==> config.mk <==
export PLATFORM = sky130hd
export DESIGN_NAME = stftp_div
export DESIGN_NICKNAME = d
export VERILOG_FILES = /design/src/stftp_pkg.sv /design/src/stftp_div.sv
export SDC_FILE = /design/constraint.sdc
export NUM_CORES = 2
export LEC_CHECK = 0
export BUFFER_PORTS_ARGS = -buffer_cell sky130_fd_sc_hd__buf_2
export CORE_MARGIN = 2
export CORE_UTILIZATION = 55
export DETAILED_ROUTE_END_ITERATION = 8
export PLACE_DENSITY = 0.8
export SYNTH_ARGS = -nofsm -noshare
export SYNTH_HDL_FRONTEND = slang
export SYNTH_SLANG_ARGS = --single-unit
==> constraint.sdc <==
create_clock -name clk -period 13.3 [get_ports clk]
set_input_delay 0.665 -clock clk [delete_from_list [all_inputs] [get_ports clk]]
set_output_delay 0.665 -clock clk [all_outputs]
set_load 0.02 [all_outputs]
==> src/stftp_pkg.sv <==
// Shared constants, coefficient tables and interface types for the STFT power block.
package stftp_pkg;

  localparam int WINDOW = 64;
  localparam int WM1    = WINDOW - 1;
  localparam int AW     = $clog2(WINDOW);
  localparam int BINS   = WINDOW / 2;
  localparam int SW     = 16;
  localparam int TW     = 17;
  localparam int AccW   = 40;
  localparam int RW     = 24;
  localparam int PW     = 48;
  localparam int DW     = 40;
  localparam int CntW   = 32;
  localparam int HopW   = 7;
  localparam int HW     = PW / 2;
  localparam int RSH    = 82;

  localparam longint ONE_Q30     = 64'sd1073741824;
  localparam longint HALF_PI_Q30 = 64'sd1686629713;
  localparam longint C054_Q30    = 64'sd579820585;
  localparam longint C046_Q30    = 64'sd493921239;

  typedef enum logic {OP_SAMPLE = 1'b0, OP_FLUSH = 1'b1} op_t;

  typedef logic signed [TW-1:0] trig_tab_t [WINDOW];
  typedef logic [SW-1:0] win_tab_t [WINDOW];

  typedef struct packed {
    logic          wr_en;
    logic [AW-1:0] wr_addr;
    logic [SW-1:0] wr_data;
    logic          start;
    logic [AW-1:0] base;
    logic [AW:0]   valid;
    logic          next;
  } core_cmd_t;

  typedef struct packed {
    logic          p_rdy;
    logic [AW-1:0] k;
    logic          last;
    logic [PW-1:0] p;
  } core_sts_t;

  function automatic longint cos_q30(logic [31:0] phase);
    logic [1:0] q;
    longint unsigned r;
    longint unsigned x;
    longint unsigned x2;
    longint unsigned t;
    longint c;
    q = phase[31:30];
    r = {34'd0, phase[29:0]};
    if (q[0]) begin
      r = ONE_Q30 - r;
    end
    x  = (r * HALF_PI_Q30) >> 30;
    x2 = (x * x) >> 30;
    t  = ONE_Q30;
    t  = ONE_Q30 - ((x2 * t) >> 30) / 90;
    t  = ONE_Q30 - ((x2 * t) >> 30) / 56;
    t  = ONE_Q30 - ((x2 * t) >> 30) / 30;
    t  = ONE_Q30 - ((x2 * t) >> 30) / 12;
    c  = ONE_Q30 - longint'(((x2 * t) >> 30) / 2);
    return (q == 2'd1 || q == 2'd2) ? -c : c;
  endfunction

  function automatic logic signed [TW-1:0] q30_to_q15(longint c);
    longint b;
    b = c + ONE_Q30;
    if (b < 0) begin
      b = 0;
    end
    return TW'(((b + 16384) >>> 15) - 32768);
  endfunction

  function automatic longint hamming_raw(int i);
    longint c;
    longint p;
    c = cos_q30(32'(((longint'(i % WM1)) << 32) / WM1));
    p = C046_Q30 * c;
    return C054_Q30 - (p >>> 30);
  endfunction

  function automatic longint gen_wmax();
    longint mx;
    mx = 1;
    for (int i = 0; i < WINDOW; i++) begin
      if (hamming_raw(i) > mx) begin
        mx = hamming_raw(i);
      end
    end
    return mx;
  endfunction

  localparam longint WMAX = gen_wmax();

  function automatic win_tab_t gen_win();
    win_tab_t w;
    for (int i = 0; i < WINDOW; i++) begin
      w[i] = SW'((hamming_raw(i) * 32768 + WMAX / 2) / WMAX);
    end
    return w;
  endfunction

  function automatic trig_tab_t gen_cos();
    trig_tab_t t;
    for (int i = 0; i < WINDOW; i++) begin
      t[i] = q30_to_q15(cos_q30(32'((longint'(i) << 32) / WINDOW)));
    end
    return t;
  endfunction

  function automatic trig_tab_t gen_sin();
    trig_tab_t t;
    for (int i = 0; i < WINDOW; i++) begin
      t[i] = q30_to_q15(cos_q30(32'((longint'(i) << 32) / WINDOW) - 32'h4000_0000));
    end
    return t;
  endfunction

  localparam win_tab_t  WIN_TAB = gen_win();
  localparam trig_tab_t COS_TAB = gen_cos();
  localparam trig_tab_t SIN_TAB = gen_sin();

  function automatic longint gen_wsum();
    longint s;
    s = 0;
    for (int i = 0; i < WINDOW; i++) begin
      s = s + longint'(WIN_TAB[i]) * longint'(WIN_TAB[i]);
    end
    return (s == 0) ? 1 : s;
  endfunction

  localparam logic [DW-1:0] WSUM = DW'(gen_wsum());

  // floor(2^RSH / WSUM): the quotient estimate is low by at most one
  localparam logic [PW-1:0] WRECIP = PW'((128'd1 << RSH) / 128'(WSUM));

endpackage

==> src/stftp_div.sv <==
// Reciprocal-multiply unit that scales a bin power by the window energy.
module stftp_div (
  input  logic                      clk,
  input  logic                      rst,
  input  logic                      start,
  input  logic [stftp_pkg::PW-1:0]  p,
  output logic                      done,
  output logic [stftp_pkg::PW-1:0]  power
);
  import stftp_pkg::*;

  typedef enum logic [1:0] {D_IDLE, D_MULR, D_MULS, D_FIX} dstate_t;

  dstate_t         state;
  logic [1:0]      step;
  logic [PW-1:0]   pin;
  logic [PW-1:0]   q0;
  logic [2*PW-1:0] acc;

  logic [HW-1:0]   ma;
  logic [HW-1:0]   mb;
  logic [2*HW-1:0] mprod;
  logic [2*PW-1:0] addend;
  logic [2*PW-1:0] acc_sum;
  logic [PW-1:0]   rem;

  always_comb begin
    if (state == D_MULS) begin
      ma = step[1] ? q0[PW-1:HW] : q0[HW-1:0];
      mb = step[0] ? HW'(WSUM[DW-1:HW]) : WSUM[HW-1:0];
    end else begin
      ma = step[1] ? pin[PW-1:HW] : pin[HW-1:0];
      mb = step[0] ? WRECIP[PW-1:HW] : WRECIP[HW-1:0];
    end
    mprod = ma * mb;
    case (step)
      2'd0:    addend = {{PW{1'b0}}, mprod};
      2'd3:    addend = {mprod, {PW{1'b0}}};
      default: addend = {{HW{1'b0}}, mprod, {HW{1'b0}}};
    endcase
    acc_sum = acc + addend;
    rem     = {pin[PW-33:0], 32'd0} - acc[PW-1:0];
  end

  always_ff @(posedge clk) begin
    if (rst) begin
      state <= D_IDLE;
      step  <= '0;
      done  <= 1'b0;
    end else begin
      done <= (state == D_FIX);
      unique case (state)
        D_IDLE: begin
          if (start) begin
            pin   <= p;
            acc   <= '0;
            step  <= '0;
            state <= D_MULR;
          end
        end
        D_MULR: begin
          step <= step + 1'b1;
          if (step == 2'd3) begin
            q0    <= PW'(acc_sum >> (RSH - 32));
            acc   <= '0;
            state <= D_MULS;
          end else begin
            acc <= acc_sum;
          end
        end
        D_MULS: begin
          acc  <= acc_sum;
          step <= step + 1'b1;
          if (step == 2'd2) begin
            state <= D_FIX;
          end
        end
        D_FIX: begin
          power <= (rem >= PW'(WSUM)) ? q0 + 1'b1 : q0;
          state <= D_IDLE;
        end
        default: state <= D_IDLE;
      endcase
    end
  end

endmodule

---- Yosys cells after proc, flatten, opt, wreduce, memory -nomap -nowiden ----
Index checks and enable logic that the tools add are counted.
operators by class
  add/sub/neg operators ................... 4
  multipliers ............................. 1
  order comparisons ....................... 1
  equality and inequality tests ........... 8
  mux-type cells .......................... 17
  bitwise operators ....................... 1
  reduce and logical (&&, ||, !) cells .... 11
operators by type and width
  cell                   number
  $pmux 96 s3            1
  $mux 96                2
  $pmux 96 s2            1
  $mux 24                5
  $add 96x96->96         1
  $ge 48x35->1 const B   1
  $mul 24x24->48         1
  $sub 48x48->48         1
  $add 46x1->47 const B  1
  $mux 46                1
  $mux 23                1
  $reduce_and 3->1       4
  $eq 2x2->1 const B     4
  $mux 2                 4
  $pmux 2 s4             1
  $logic_not 2->1        2
  $ne 2x2->1 const B     2
  $pmux 2 s2             1
  $reduce_and 2->1       2
  $reduce_bool 3->1      1
  $add 2x1->2 const B    1
  $eq 2x1->1 const B     1
  $ne 2x1->1 const B     1
  $reduce_bool 2->1      1
  other kinds (2)        2
storage, ports and cells
  bits in registers ....................... 242
  input bits .............................. 51
  output and inout bits ................... 49
  logic and storage cells ................. 51

---- Depth between registers and ports, before layout ----
  depth after elaboration ................. 7
  gate-level depth with buffers ........... 47
  mapped depth without buffers ............ 43

---- Least setup slack after synthesis ----
No wires, ideal clock.
  path type ............................... register -> register
  from .................................... register step[1]
  to ...................................... register acc[95] (data pin)
  library setup time ...................... 147 ps
  arrival time ............................ 12081 ps
  data required time ...................... 13153 ps
  slack ................................... 1072 ps
  stages on the path, launching flop included .. 46
  buffers on the path ..................... 6
  cell sequence ........................... dfxtp_1 > clkbuf_1 > clkbuf_1 > clkbuf_1 > buf_1 > buf_1 > mux2i_1 > nor2_1 > fa_1 > inv_1 > fa_1 > inv_1 > fa_1 > inv_1 > fa_1 > inv_1 > fa_1 > fa_1 > [10 not listed] > a21o_1 > a41o_1 > or4_1 > nand3_1 > o22ai_1 > ha_1 > clkbuf_1 > nand2_1 > nor2_1 > a221oi_1 > o221a_2 > nand3_1 > nand3b_1 > a31o_2 > a2111oi_0 > nor3_1 > or3_1 > a21oi_1
between the ends
  longest elaborated chain between the ends .. 7
  elaborated cells between the ends (all ways) .. 10
RTL lines
  item                        RTL line                          source
  start: declaration          stftp_div.sv:15                   logic [1:0] step;
  start signal: assignment    stftp_div.sv:62                   step <= step + 1'b1;
  start signal: assignment    stftp_div.sv:73                   step <= step + 1'b1;
  $mux 24 (on tied branches)  stftp_div.sv:32, stftp_div.sv:29
  $mux 24                     stftp_div.sv:28                   if (state == D_MULS) begin
  $mul 24x24->48              stftp_div.sv:35                   mprod = ma * mb;
  $pmux 96 s2                 stftp_div.sv:36                   case (step)
  $add 96x96->96              stftp_div.sv:41                   acc_sum = acc + addend;
  $mux 96                     stftp_div.sv:63                   if (step == 2'd3) begin
  $pmux 96 s3 *               stftp_div.sv:52                   unique case (state)
  end signal: assignment      stftp_div.sv:68                   acc <= acc_sum;
  end signal: assignment      stftp_div.sv:72                   acc <= acc_sum;
  end: declaration            stftp_div.sv:18                   logic [2*PW-1:0] acc;
Every way passes the cells marked *; elsewhere a longest branch is shown, timed or not.
A chain may end at the register's enable or synchronous reset.

---- Worst setup path after layout ----
  from .................................... register state[0]
  to ...................................... register acc[90] (data pin)
between the ends
  longest elaborated chain between the ends .. 7
  elaborated cells between the ends (all ways) .. 10
RTL lines
  item                      RTL line         source
  start: declaration        stftp_div.sv:14  dstate_t state;
  start signal: assignment  stftp_div.sv:47  state <= D_IDLE;
  start signal: assignment  stftp_div.sv:58  state <= D_MULR;
  start signal: assignment  stftp_div.sv:66  state <= D_MULS;
  $eq 2x2->1 *              stftp_div.sv:28
  $mux 24                   stftp_div.sv:28
  $mul 24x24->48 *          stftp_div.sv:35
  $pmux 96 s2 *             stftp_div.sv:36
  $add 96x96->96 *          stftp_div.sv:41
  named net acc_sum[90]     stftp_div.sv:24  logic [2*PW-1:0] acc_sum;
  $mux 96                   stftp_div.sv:63
  $pmux 96 s3 *             stftp_div.sv:52
The timed path passes the listed nets; every way through them passes the cells marked *.

==> impl_metrics.py <==
metrics = {
    "floorplan": {
        "rows": 92,
        "io_pins": 100,
        "die_area_um2": 65480,
        "start_util": 0.5553,
        "die_x_um": 255.9,
        "die_h_um": 255.9,
        "core-area_um2": 62850,
    },
    "synthesis": {
        "ys_types": 85,
        "avgSynthCellArea_um2": 9.319,
        "synthArstFlopShare": 0,
        "ys.flop_type": "edfxtp_1",
        "netlist.area_leader.share": 0.2358,
        "syn_area_um2": 34900,
        "syn-num-nets": 4544,
        "synth.area.top_cells": "fa_1, edfxtp_1, ha_1",
        "ys_ff_latch": 242,
        "synth_warnings": 0,
        "seq_area_frac_synth": 0.2068,
        "synth_top_area_cell": "fa_1",
        "synth_edf_count": 237,
        "syn_inst": 3745,
    },
    "placed_design": {
        "globalplace.congestion": 1.062,
        "hpwl_um": 98880,
        "port_buffers": 98,
    },
    "timing": {
        "clock_skew_ns": 0.03389,
        "final.setup.tns_ns": 0,
        "finalSetupViolCount": 0,
        "hold_violations": 0,
        "holdWs_ns": 0.2289,
        "worst_pin_slew_ns": 1.229,
        "min_period_over_period": 0.9564,
        "relSlewSlack": 0.1749,
        "final_max_slew_viol_count": 0,
        "rsz0062_at_grt": "false",
        "fmax_mhz": 78.61,
        "min_period_ns": 12.72,
    },
    "worst_hold_path": {
        "min_path_type": "in -> reg",
    },
    "global_routing": {
        "track_usage": 0.3636,
        "grt_overflow": 0,
        "grt_pass1_wl_um": 178700,
        "grt_pass1_vias": 28726,
        "grt_max_degree": 52,
        "antenna_found_initial": 3,
    },
    "drt": {
        "vias": 28755,
        "wl_per_cell_um": 25.57,
        "via_per_inst": 6.161,
        "initialDrtViolationCount": 3532,
        "routed_wl_um": 119300,
        "drc_errors": 0,
        "antenna_left": 0,
        "dr.pass1.iters": 6,
    },
    "cts": {
        "clock_latency_ns": 0.60,
        "cts.clk_slew.worst_paths_ns": 0.09,
        "htreeDepth": 1,
        "cts_made_buffers": 27,
        "tritoncts": "done",
        "clockRootBuffer": "clkbuf_16",
        "clock_path_buffers": 3,
        "cts_sinks": 242,
        "hold_buffers": 0,
    },
    "worst_setup_path": {
        "cp_num_buf_inv": 9,
        "worstSetupStartpointType": "flop",
        "arrival_ns": 13.06,
        "worstPathMaxFanout": 16,
        "critPathTopFamily": "adder cells",
        "critPathMaxStageDelay_ns": 0.65,
        "critPathRequiredTime_ns": 13.64,
        "cp-end-kind": "flop",
        "critical_path_class": "reg -> reg",
        "cpMaxStageDelayCell": "fa_1",
    },
    "final_layout": {
        "syn_to_final_growth_pct": 7.038,
        "num-nets-final": 4599,
        "final_cell_mix": "inv_1, fa_1, ha_1",
        "drive_gt1_frac": 0.08089,
        "layout_commonest_cell": "inv_1",
    },
    "run_status": {
        "status": "finished, final reports clean",
    },
    "flow_run": {
        "cap_violations": 0,
    },
}
## Yosys cell counts (28+ instances only)
library cell and count:
ha_1 337, xor2_1 81, mux2i_1 32, clkbuf_1 116, mux2_2 28, a22o_1 34
inv_1 697, nand4_1 62, o21ai_0 133, xnor2_1 103, nor2b_1 40, o21bai_1 38
nand3_1 54, nor3_1 62, a21oi_1 207, and2_1 124, a21o_1 101, fa_1 411
and3_1 30, edfxtp_1 237, nor2_1 223, nand2_1 234
## stage by stage
stage / utilization / instances / worst slack (ns) / area [µm²]
2_1_floorplan: - / 3745 / 1.072 / 34900
3_3_place_gp: 0.5793 / 4615 / 0.06474 / 36410
3_5_place_dp: 0.5793 / 4615 / 0.1359 / 36410
4_1_cts: 0.5934 / 4664 / 0.08903 / 37300
5_1_grt: 0.5943 / 4666 / 0.1116 / 37350
6_report: 0.5943 / 4667 / 0.5796 / 37350
## routing by layer
metal / global-route usage / vias to the layer above / wire (µm) / part of all wire
li1: - / 12684 / - / -
met3: 0.08744 / 356 / 14340 / 0.12
met1: 0.4872 / 13893 / 45810 / 0.38
met2: 0.5568 / 1820 / 51930 / 0.44
met4: 0.1748 / 2 / 7270 / 0.061
met5: 0 / - / 8 / 0.000067
## state kept, by name, indices dropped and copies added (netlist names)
signal,count
pin,48
step,2
done,1
q0,46
power,47
state,2
acc,96
## path summary, 6_finish.rpt
path	slack, ns	to	cells past startpoint	from
setup / recovery	0.58	acc[90]	43	state[0]
hold / removal	0.23	pin[17]	1	p[17]
hold reg to reg	0.58	state[0]	2	state[0]
setup reg to reg	0.58	acc[90]	43	state[0]
## cell type report
cell class                      count  area [µm²]
Clock inverter                     19       188.9
Inverter                          698        2628
Multi-Input combinational cell   2673       24600
Timing Repair Buffer              158       957.2
Tap cell                          846        1059
Fill cell                        5515       25500
Sequential cell                   242        7221
Antenna cell                        1       2.502
Clock buffer                       30       696.9
## kinds of logic after synthesis
| family | after synthesis | synth area share |
|---|---|---|
| other cells | 1 | 0.0001075 |
| simple gates | 965 | 0.1398 |
| buf+inv | 830 | 0.09028 |
| xor+xnor | 184 | 0.04618 |
| mux | 82 | 0.03241 |
| compound gates | 693 | 0.1278 |
| fa+ha+maj | 748 | 0.3566 |
| flops | 242 | 0.2068 |
## timing repair
action                     4_1_cts  5_1_grt
setup buffers                    0        2
gates resized for setup          0        5
setup endpoints to repair        0       43
Power is left out: the tool's default activity adds up to more than one toggle a clock period on the data nets, which glitch-free logic cannot reach.
